===== src/nmf_pkg.sv =====
// shared types and constants of the neighbour median filter
`timescale 1ns / 1ps
`default_nettype none

package nmf_pkg;

   localparam int CFG_W   = 11;
   localparam int PIX_W   = 32;
   localparam int CHAN_W  = 8;
   localparam int RGB_W   = 24;
   localparam int NB      = 8;
   localparam int CNT_W   = 4;

   localparam logic [0:0] REG_IMAGE_WIDTH  = 1'b0;
   localparam logic [0:0] REG_IMAGE_HEIGHT = 1'b1;

   localparam logic [CFG_W-1:0] DIM_RESET = 11'd1024;

   // one-hot result selectors, in emission order
   localparam logic [3:0] SEL_MID_LEFT  = 4'b0001;
   localparam logic [3:0] SEL_MID_RIGHT = 4'b0010;
   localparam logic [3:0] SEL_BOT_LEFT  = 4'b0100;
   localparam logic [3:0] SEL_BOT_RIGHT = 4'b1000;

   typedef struct packed {
      logic r_ge1;
      logic r_ge2;
      logic c_ge1;
      logic c_ge2;
      logic last_col;
      logic last_row;
   } nmf_pos_type;

   typedef struct packed {
      logic [CHAN_W-1:0] alpha;
      logic              end_of_run;
      logic              end_of_frame;
   } nmf_meta_type;

   typedef struct packed {
      logic [CHAN_W-1:0] out_alpha;
      logic [CHAN_W-1:0] out_blue;
      logic [CHAN_W-1:0] out_green;
      logic [CHAN_W-1:0] out_red;
      logic              end_of_run;
      logic              end_of_frame;
   } nmf_result_type;

endpackage

`default_nettype wire


===== src/nmf_median.sv =====
// two-stage rank-select median of up to eight neighbours, three channels
`timescale 1ns / 1ps
`default_nettype none

module nmf_median
   import nmf_pkg::*;
(
   input  wire logic                      clock,
   input  wire logic                      reset,
   input  wire logic                      adv,
   input  wire logic                      in_valid,
   input  wire logic [NB-1:0][RGB_W-1:0]  in_val,
   input  wire logic [NB-1:0]             in_ok,
   input  wire nmf_meta_type              in_meta,
   output      logic                      out_valid,
   output      nmf_result_type            out_word
);

   logic                     s1_valid_ff;
   logic [NB-1:0][RGB_W-1:0] s1_val_ff;
   logic [NB-1:0]            s1_ok_ff;
   nmf_meta_type             s1_meta_ff;

   logic                     s2_valid_ff;
   logic [NB-1:0][RGB_W-1:0] s2_val_ff;
   logic [NB-1:0]            s2_ok_ff;
   logic [CNT_W-1:0]         s2_target_ff;
   nmf_meta_type             s2_meta_ff;
   logic [2:0][NB-1:0][NB-1:0] s2_before_ff;

   logic [2:0][NB-1:0][NB-1:0] before_in;
   logic [CNT_W-1:0]           target_in;
   logic [2:0][CHAN_W-1:0]     med;

   always_comb begin
      logic [CHAN_W-1:0] vi;
      logic [CHAN_W-1:0] vj;
      logic [CNT_W-1:0]  cnt;
      cnt = '0;
      for (int j = 0; j < NB; j++) begin
         cnt = cnt + CNT_W'(s1_ok_ff[j]);
      end
      target_in = cnt >> 1;
      for (int ch = 0; ch < 3; ch++) begin
         for (int i = 0; i < NB; i++) begin
            for (int j = 0; j < NB; j++) begin
               vi = s1_val_ff[i][ch*CHAN_W +: CHAN_W];
               vj = s1_val_ff[j][ch*CHAN_W +: CHAN_W];
               before_in[ch][i][j] = s1_ok_ff[j] && ((vj < vi) || ((vj == vi) && (j < i)));
            end
         end
      end
   end

   always_ff @(posedge clock) begin
      if (reset) begin
         s1_valid_ff <= 1'b0;
         s2_valid_ff <= 1'b0;
      end else if (adv) begin
         s1_valid_ff <= in_valid;
         s2_valid_ff <= s1_valid_ff;
      end
      if (adv) begin
         s1_val_ff    <= in_val;
         s1_ok_ff     <= in_ok;
         s1_meta_ff   <= in_meta;
         s2_val_ff    <= s1_val_ff;
         s2_ok_ff     <= s1_ok_ff;
         s2_target_ff <= target_in;
         s2_meta_ff   <= s1_meta_ff;
         s2_before_ff <= before_in;
      end
   end

   // exactly one valid neighbour has rank equal to the target
   always_comb begin
      logic [CNT_W-1:0] rank;
      med = '0;
      for (int ch = 0; ch < 3; ch++) begin
         for (int i = 0; i < NB; i++) begin
            rank = '0;
            for (int j = 0; j < NB; j++) begin
               rank = rank + CNT_W'(s2_before_ff[ch][i][j]);
            end
            if (s2_ok_ff[i] && (rank == s2_target_ff)) begin
               med[ch] = med[ch] | s2_val_ff[i][ch*CHAN_W +: CHAN_W];
            end
         end
      end
   end

   assign out_valid              = s2_valid_ff;
   assign out_word.out_red       = med[0];
   assign out_word.out_green     = med[1];
   assign out_word.out_blue      = med[2];
   assign out_word.out_alpha     = s2_meta_ff.alpha;
   assign out_word.end_of_run    = s2_meta_ff.end_of_run;
   assign out_word.end_of_frame  = s2_meta_ff.end_of_frame;

endmodule

`default_nettype wire


===== config.mk =====
export PLATFORM = sky130hd
export DESIGN_NAME = nmf_median
export DESIGN_NICKNAME = d
export VERILOG_FILES = /design/src/nmf_pkg.sv /design/src/nmf_median.sv
export SDC_FILE = /design/constraint.sdc
export NUM_CORES = 1
export LEC_CHECK = 0
export ABC_AREA = 1
export BUFFER_PORTS_ARGS = -buffer_cell sky130_fd_sc_hd__buf_2
export CORE_MARGIN = 4
export CORE_UTILIZATION = 56
export CTS_CLUSTER_DIAMETER = 30
export DETAILED_ROUTE_END_ITERATION = 8
export PLACE_DENSITY = 0.78
export REMOVE_ABC_BUFFERS = 1
export SLEW_MARGIN = 20
export SYNTH_ARGS = -nofsm -noshare
export SYNTH_HDL_FRONTEND = slang
export SYNTH_SLANG_ARGS = --single-unit

===== constraint.sdc =====
create_clock -name clock -period 3.3 [get_ports clock]
set_input_delay 0.495 -clock clock [delete_from_list [all_inputs] [get_ports clock]]
set_output_delay 0.495 -clock clock [all_outputs]
set_load 0.005 [all_outputs]

Word-level counts from Yosys, hierarchy flattened

Index checks and enable logic that the tools add are counted.

$add $sub $neg: 175
$lt $le $gt $ge: 192
Eq/ne operators: 108
Muxes and demuxes: 24
Bitwise operators: 21
Reductions and logical operators: 300

Operators with widths:

| operator                                       | count |
|---|---|
| 8-bit less-than comparator                     | 192 |
| 8-bit equality test                            | 84 |
| 4-bit by 1-bit adder with 4-bit output         | 132 |
| 1-bit logical AND                              | 216 |
| 8-bit 2-to-1 mux                               | 24 |
| 8-bit bitwise OR                               | 21 |
| 4-bit by 3-bit equality test with 1-bit output | 24 |
| 1-bit logical OR                               | 84 |
| 1-bit by 1-bit adder with 2-bit output         | 25 |
| 3-bit by 1-bit adder with 4-bit output         | 9 |
| 2-bit by 1-bit adder with 3-bit output         | 9 |

Register bits after elaboration: 617
Output and inout port bits: 35
Word-level logic and storage cells: 871

Depth between registers and ports, before layout

Depth in word-level cells: 24
Mapped depth: 15

Worst setup path before layout

OpenSTA, ideal clock, no wires.

Kind: flip-flop to output port
Start: register s2_before_ff[66] (netlist name)
End: output port out_word[10] (netlist name)
Arrival time: 2866 ps
Required time: 2805 ps
Slack: -61 ps
Stages on the path, launching flop included: 12
Buffers on the path: 0
Cells stage by stage: edfxtp_1 -> fa_1 -> inv_1 -> fa_1 -> fa_1 -> fa_1 -> o21ai_0 -> nor2_2 -> nand3_1 -> nand3_1 -> nor2_1 -> nand2_1

RTL lines:

| what                   | line             | source |
|---|---|---|
| from (decl)            | nmf_median.sv:29 | `logic [2:0][NB-1:0][NB-1:0] s2_before_ff;` |
| from (signal assigned) | nmf_median.sv:71 | `s2_before_ff <= before_in;` |
| to (decl)              | nmf_median.sv:16 | `output nmf_result_type out_word` |

==> metrics.md <==
| Metric | Value |
|---|---|
| Least-Margin Pin Slew | `1120 ps` |
| Reg2Reg Setup Slack | `390 ps` |
| Die X | `277 um` |
| Status | `finished with violations` |
| Synthesis-stage register bit count | `593` |
| Yosys cell types | `31` |
| Setup CP Type | `reg2out` |
| Slew HR | `0.253` |
| Count of max-cap constraint violations | `0` |
| GPL Wtd Cong | `roughly 0.97` |
| Hold Fails Final Rpt | `0` |
| HPWL Detailed | `89100 um` |
| Yosys top cell area share | `0.439` |
| Main synth FF type | `edfxtp_1` |
| Max H-tree Level | `4` |
| Drt first-iter violations | `3241` |
| Die H | `277 um` |
| Tmin final | `4520 ps` |
| Async set-reset flop share out of synthesis | `0` |
| Crit. End Element | `output pin` |
| CP startpoint kind | `flop` |
| Area delta synth->final | `25.4%` |
| Ports | `249` |
| Post-DR vias/cell | `5.82` |
| Critical Path AT | `4020 ps` |
| Clk_lat worst skew | `720 ps` |
| DP Worst Slack | `-500 ps` |
| # DRC | `0` |
| Worst Skew | `27.1 ps` |
| Worst flop-to-flop path startpoint | `s1_ok_ff[0]` |
| Slew Viols, Final | `0` |
| Post-DRT Antenna Nets | `0` |
| Fin crit share | `1.37` |
| Reg clk slew, reported paths | `40 ps` |
| Max clock buf depth | `3` |
| Yosys synthesis warning count | `0` |
| CP Max Fanout | `8` |
| Avg WL per Cell | `between 20 and 25 um` |
| Worst r2r dst | `s2_target_ff[1]` |
| Largest net degree at the start of global routing | `79` |
| Most common cell in the netlist | `ha_1` |
| Violated checks | `setup timing` |
| R2R cell count | `7` |
| Final worst setup slack | `-1220 ps` |
| Cell taking the most area after synthesis | `edfxtp_1` |
| Post-Syn Area | `40400 um2` |
| Root Buffer Master | `clkbuf_16` |
| Avg Cell Area, Syn | `10.0 um2` |
| Register area share after synthesis | `0.440` |
| Full die area | `approximately 77000 um2` |
| RSZ-0062 raised after global routing | `true` |
| Total track usage | `0.325` |
| Worst Setup SP | `s2_before_ff[74]` |
| Vias in the first global route | `around 34000` |
| Fraction of layout cells with a size suffix above 1 | `0.146` |
| Via count | `about 33000` |
| CTS buffer count | `137` |
| CTS tree | `built` |
| Max Fclk | `about 220 MHz` |
| First drt pass iteration count | `6` |
| Final Setup Violations | `24` |
| First-pass GRT wire length | `191000 um` |
| FF+latch area | `17800 um2` |
| Clock Sink Count | `593` |
| Hold Path Class | `in2reg` |
| IO buf count | `248` |
| Core Rows | `98` |
| Final core occ | `0.709` |
| Initial antenna violation count | `2` |
| Peak supply drop | `0.000590 V` |
| Power per cell area | `659 nW/um2` |
| WP data required | `~2800 ps` |
| Multi-input logic area | `approximately 21000 um2` |
| Critical path destination | `out_word[10]` |
| Syn Inst Count | `4038` |
| Synth area leaders | `edfxtp_1 (44%), ha_1 (23%), nand2_1 (6.4%)` |
| Initial Util | `0.565` |
| Leak | `23.7 nW` |
| Fillers | `about 5100` |
| CORE AREA | `71500 um2` |
| DRT Wirelength | `126000 um` |
| Grt total ovfl | `0` |
| Post-synth EDFFs | `591` |
| Top post-synthesis cells by count | `ha_1 (746), nand2_1 (693), edfxtp_1 (591)` |
| Nets | `5703` |
-- metrics by stage --
| stage | hold WS [ps] | area [um2] | power, mW | std cells | setup TNS [ps] |
|---|---|---|---|---|---|
| finish | 9.32 | 50700 | 33.4 | 5725 | -26170 |
| detailed placement | 406 | 43200 | 18.3 | 5260 | -10500 |
| floorplan | 400 | 40200 | 15.0 | 4008 | -2260 |
| CTS | 0.313 | 50500 | 33.0 | 5722 | -26060 |
| global placement | 402 | 43200 | 18.0 | 5260 | -8990 |
| global route | 10.3 | 50700 | 35.0 | 5725 | -29070 |
-- what timing repair did --
item                       CTS  global route
setup buffers                7             5
setup endpoints to repair   24            24
hold endpoints to repair   206             0
pin swaps                   39            23
resized for setup           94            38
hold buffers               205             0
-- state kept, by name (all words and copies together), names as in the netlist, 3 cells and up --
register / count
out_word: 10
s1_meta_ff: 10
s1_ok_ff: 8
s1_val_ff: 192
s2_before_ff: 168
s2_ok_ff: 8
s2_target_ff: 3
s2_val_ff: 192
-- logic make-up after synthesis --
kind of cell             share of synthesized area
adder cells (fa/ha/maj)                      0.272
buffers and inverters                       0.0565
XOR/XNOR                                   0.00981
AND/OR/NAND/NOR                              0.162
AO/OA/AOI/OAI                               0.0606
flip-flops                                   0.440
-- placed cells by master (no fill, tap or decap), types with 13 or more instances in the layout --
master         instances
xnor2_1               22
o21ai_0               92
nor2_1               356
nor2_2                23
bufinv_16             19
nand3_1              213
nor2_4                19
fa_1                  71
buf_4                 39
nand3_2               49
edfxtp_1             591
nand2_1              683
xor2_1                13
a21oi_1              374
clkinv_2              22
ha_1                 745
nand4_1              100
clkinvlp_4            18
nand2_2               20
inv_6                 16
clkbuf_16            139
dlygate4sd3_1        205
buf_12                19
nand3b_1              26
inv_1                551
buf_2                247
-- worst max-delay path: stages (launching register included) --
cell      delay [ps]
edfxtp_1         390
fa_1             560
inv_2             50
fa_1             480
fa_2             360
fa_1             500
nand2_1          120
nand2_2           80
nor2_4           220
nand3_1          160
nand3_2          160
nor2_2            60
nand2_1           60
buf_2            110
-- worst min-delay path by stage --
stage | slack (ps) | endpoint | startpoint | cells after the start
global route | 10 | s1_ok_ff[2] | in_ok[2] | 1
detailed placement | 410 | out_word[31] | s1_meta_ff[7] | 0
global placement | 400 | out_word[1] | s1_meta_ff[1] | 0
CTS | 0.3 | s1_ok_ff[2] | in_ok[2] | 1
finish | 9 | s1_ok_ff[2] | in_ok[2] | 1
floorplan | 400 | out_word[0] | s1_meta_ff[0] | 0
-- where the power goes --
group | internal [mW] | switching, mW | total [mW]
logic | 3.79 | 5.76 | 9.56
clock network | 9.28 | 4.67 | 14.0
registers | 9.10 | 0.812 | 9.91
-- layout make-up --
cell class / instances / share of cell area
clock buffers: 147 / 0.0692
flip-flops and latches: 593 / 0.351
repair buffers: 514 / 0.0791
diodes: 1 / 0.0000494
multi-input cells: 2861 / 0.411
well taps: 950 / 0.0234
clock inverters: 105 / 0.0249
inverters: 554 / 0.0410
-- layer usage --
layer	wire length [um]	up-vias	global-route usage	share of wire
met5	0	-	0	0
li1	-	15300	-	-
met3	11900	468	0.0657	0.094
met1	47800	15800	0.407	0.38
met2	59700	1760	0.540	0.47
met4	6890	0	0.164	0.055
(Power assumes the default switching activity.)
